File: src/rtl/deq_ram.sv
// Generic simple dual-port RAM: one write port, one registered read port.
// No dependencies.
module deq_ram #(
    parameter int WIDTH = 8,
    parameter int DEPTH = 2,
    localparam int AW = (DEPTH > 1) ? $clog2(DEPTH) : 1
) (
    input  logic             clk,
    input  logic             we,
    input  logic [AW-1:0]    waddr,
    input  logic [WIDTH-1:0] wdata,
    input  logic [AW-1:0]    raddr,
    output logic [WIDTH-1:0] rdata
);

    logic [WIDTH-1:0] mem [DEPTH];

    always_ff @(posedge clk)
    begin
        if (we)
        begin
            mem[waddr] <= wdata;
        end
        rdata <= mem[raddr];
    end

endmodule

File: config.mk
export PLATFORM = sky130hd
export DESIGN_NAME = deq_ram
export DESIGN_NICKNAME = d
export VERILOG_FILES = /design/src/rtl/deq_ram.sv
export SDC_FILE = /design/constraint.sdc
export NUM_CORES = 1
export LEC_CHECK = 0
export ABC_AREA = 1
export BUFFER_PORTS_ARGS = -buffer_cell sky130_fd_sc_hd__buf_4
export CORE_MARGIN = 1.5
export CORE_UTILIZATION = 29
export CTS_CLUSTER_DIAMETER = 30
export CTS_CLUSTER_SIZE = 20
export DETAILED_ROUTE_END_ITERATION = 7
export GPL_ROUTABILITY_DRIVEN = 0
export GPL_TIMING_DRIVEN = 0
export SLEW_MARGIN = 40
export SYNTH_ARGS = -nofsm -noshare
export SYNTH_HDL_FRONTEND = slang
export SYNTH_SLANG_ARGS = --single-unit
File: constraint.sdc
create_clock -name clk -period 2.4 [get_ports clk]
set_input_delay 0.36 -clock clk [delete_from_list [all_inputs] [get_ports clk]]
set_output_delay 0.36 -clock clk [all_outputs]
set_load 0.03 [all_outputs]
# Yosys cells after proc, flatten, opt, wreduce, memory -nomap -nowiden
# Memory sizes are Yosys's and may differ from the RTL's. A register that Yosys moved wholly into a read port is not among the register bits.
# Index checks and enable logic that the tools add are counted.
[op_classes]
n_mux = 2
[op_table]
columns = ["operator", "count"]
rows = [
  ["$mux 1", 2],
]
[totals]
register_bits = 0
mem_bits_rw = 16
inputBits = 12
output_inout_bits = 8
n_memories = 1
[mem_list]
columns = ["memory", "words", "word_bits", "read_ports", "rd_clocked_by_memory_dff", "wr", "line_no", "text"]
rows = [
  ["mem", 2, 8, 1, 1, 1, "16", "logic [WIDTH-1:0] mem [DEPTH];"],
]

# Longest topological paths before layout
[depth]
ltp_word = 2
depth_mapped = 4
mapped_depth_nobuf = 3

# Least setup slack after synthesis
# OpenSTA, ideal clock, no wires.
[synth_timing]
path_kind = "input to register"
from = "in we"
to = "mem mem[0][0] (enable)"
setup_ps = 371
arrival_time_ps = 749
required_ps = 2029
path_slack_ps = 1280
cell_stages = 2
path_cell_list = "inv_1 -> nor2_1"
[synth_via]
elab_chain_cells = 2
[synth_rtl]
columns = ["item", "line_no", "text"]
rows = [
  ["start, declared", "9", "input logic we,"],
  ["$mux 1", "20", "if (we)"],
  ["$mux 1 (implied by the code)", "22", "mem[waddr] <= wdata;"],
  ["end, declared", "16", ""],
]
# No other way between the ends.

# Worst setup path after layout
[layout_timing]
from = "reg rdata[6] (read register of mem)"
to = "out rdata[6]"
[layout_lines]
columns = ["item", "line_no", "text"]
rows = [
  ["start, declared", "13", "output logic [WIDTH-1:0] rdata"],
]
# No word-level cell between the ends.

==> impl_metrics.tcl <==
set metrics [dict create \
    overflow 0 \
    grt_pass1_wl_um 1770 \
    r2r_slack_ns 1.79 \
    cts_buffers 3 \
    ant_nets 0 \
    io_pins 20 \
    synth.area.top_cells "edfxtp_1, dfxtp_1, nand2_1" \
    floorplan.initialDensity 0.307 \
    final_layout_size_suffix_gt1_frac 0.316 \
    critPathRequiredTime_ns 2.04 \
    synthToLayoutAreaGrowth_pct 27.5 \
    worstSetupPathType "register to primary output" \
    htreeDepth 1 \
    r2r-start "mem[1][2]" \
    clk_latency_ns 0.30 \
    fin_util 0.391 \
    grt_max_degree 14 \
    routed_wl_um 1090 \
    fp.dieW_um 54.2 \
    wl_per_cell_um 10.3 \
    port_buffers 18 \
    antennaDiodeCount 0 \
    r2r_end "rdata[2]" \
    cts-resized-gates 0 \
    critical-path-max-stage-delay_ns 0.34 \
    hold_path_class "primary input to register" \
    post_cts_buffers 0 \
    drtIter0Drc 7 \
    min_period_over_period 0.483 \
    hold_viol 0 \
    syn_area_per_cell_um2 14.1 \
    crit_path_start_kind "register" \
    cts_tree "done" \
    fillers 235 \
    path_depth 1 \
    grt_usage 0.0891 \
    postCtsHoldBufs 0 \
    maxSlewViolCount 0 \
    rsz0062_at_grt "no" \
    setup_tns_ns 0 \
    ys_ff_latch 24 \
    peakVddDrop_uv 355 \
    final_common_cell "nand2_1" \
    syn_inst 54 \
    critPathCaptureType "primary output" \
    crit_start "rdata[6]" \
    clock_path_buffers 2 \
    crit_chain "buf_4" \
    worst_pin_slew_ns 0.706 \
    cp_num_buf_inv 1 \
    cts_root_buf "clkbuf_4" \
    yosysTopAreaCell "edfxtp_1" \
    fmax_mhz 863 \
    synth_warnings 0 \
    dp_hpwl_um 761 \
    drc 0 \
    yosysUniqueCellTypes 7 \
    powerDensity_mw_per_mm2 787 \
    slowest_stage "dfxtp_1" \
    finClkSkew_ns 0.00425 \
    mappedNetlistArea_um2 761 \
    drt_first_pass_iters 2 \
    vias_per_cell 4.09 \
    path_delay_family "flip-flops" \
    setup_viol 0 \
    crit_arrival_ns 0.80 \
    p_leak_nw 0.424 \
    syn-num-nets 66 \
    cap_violations 0 \
    crit_fanout 1 \
    most-common-layout-cells "nand2_1, buf_4, edfxtp_1, dfxtp_1, clkbuf_4" \
    ys_seq_area_frac 0.842 \
    die_h_um 54.2 \
    die_area_mm2 0.00294 \
    num-nets-final 89 \
    placementRows 18 \
    r2r_cells 2 \
    antenna_found_initial 0 \
    via_count 434 \
    clkTransAtPathRegs_ns 0.12 \
    crit_end "rdata[6]" \
    synth_top_area_frac 0.632 \
    status "finished, final reports clean" \
    grt_pass1_vias 455 \
    clock-sinks 24 \
    period_minus_slack_ns 1.16 \
    max_slew_margin 0.527 \
    fp.coreArea_mm2 0.00248 \
]
==> routing by layer <==
layer  part of all wire  global-route usage  wire [um]
met2               0.47               0.167        515
met1               0.43              0.0777        467
met3              0.092              0.0464        101
met4             0.0064              0.0375          7
met5                  0                   0          0
==> cell usage after synthesis <==
master and count:
inv_1 2, dfxtp_1 8, nand2_1 25, nor2_1 1, buf_6 1, edfxtp_1 16, inv_2 1
==> logic make-up (layout without fill, tap and decap cells) <==
kind of cell	after synthesis	count (layout)	share of synthesized area
and+or+nand+nor	26	26	0.128
DFF	24	24	0.842
buffers and inverters	4	26	0.0296
==> stage by stage <==
step                total power [mW]  area, um2  setup WS (ns)  instances  hold slack, ns
finish                         0.763        970           1.24        106           0.231
global route                   0.799        970           1.19        106           0.208
CTS                            0.772        970           1.23        106           0.219
detailed placement             0.572        933          0.977        102           0.423
global placement               0.569        933          0.985        102           0.415
floorplan                      0.532        761           1.28         54           0.412
==> how the worst min path moves through the flow <==
stage | startpoint | to | slack, ns | cells after the start
floorplan | mem[0][0] | rdata[0] | 0.41 | 2
global placement | mem[0][0] | rdata[0] | 0.41 | 2
detailed placement | mem[0][6] | rdata[6] | 0.42 | 2
CTS | wdata[2] | mem[1][2] | 0.22 | 1
global route | wdata[4] | mem[0][4] | 0.21 | 1
finish | wdata[4] | mem[0][4] | 0.23 | 1
==> registers in the layout (all words and copies together) (netlist names) <==
register and count:
mem 16, rdata 8
==> power by group <==
part	switching [mW]	internal, mW
clock network	0.109	0.0926
registers	0.00704	0.473
logic	0.0483	0.0325
==> area by class of cell <==
type / count / area, um2 / area share
clock buffers: 4 / 36.3 / 0.0374
well taps: 30 / 37.5 / 0.0387
inverters: 3 / 11.3 / 0.0116
repair buffers: 18 / 135 / 0.139
flip-flops and latches: 24 / 641 / 0.661
multi-input cells: 26 / 97.6 / 0.101
plain buffers: 1 / 11.3 / 0.0116
No activity file was read; power rests on OpenSTA's default activity.
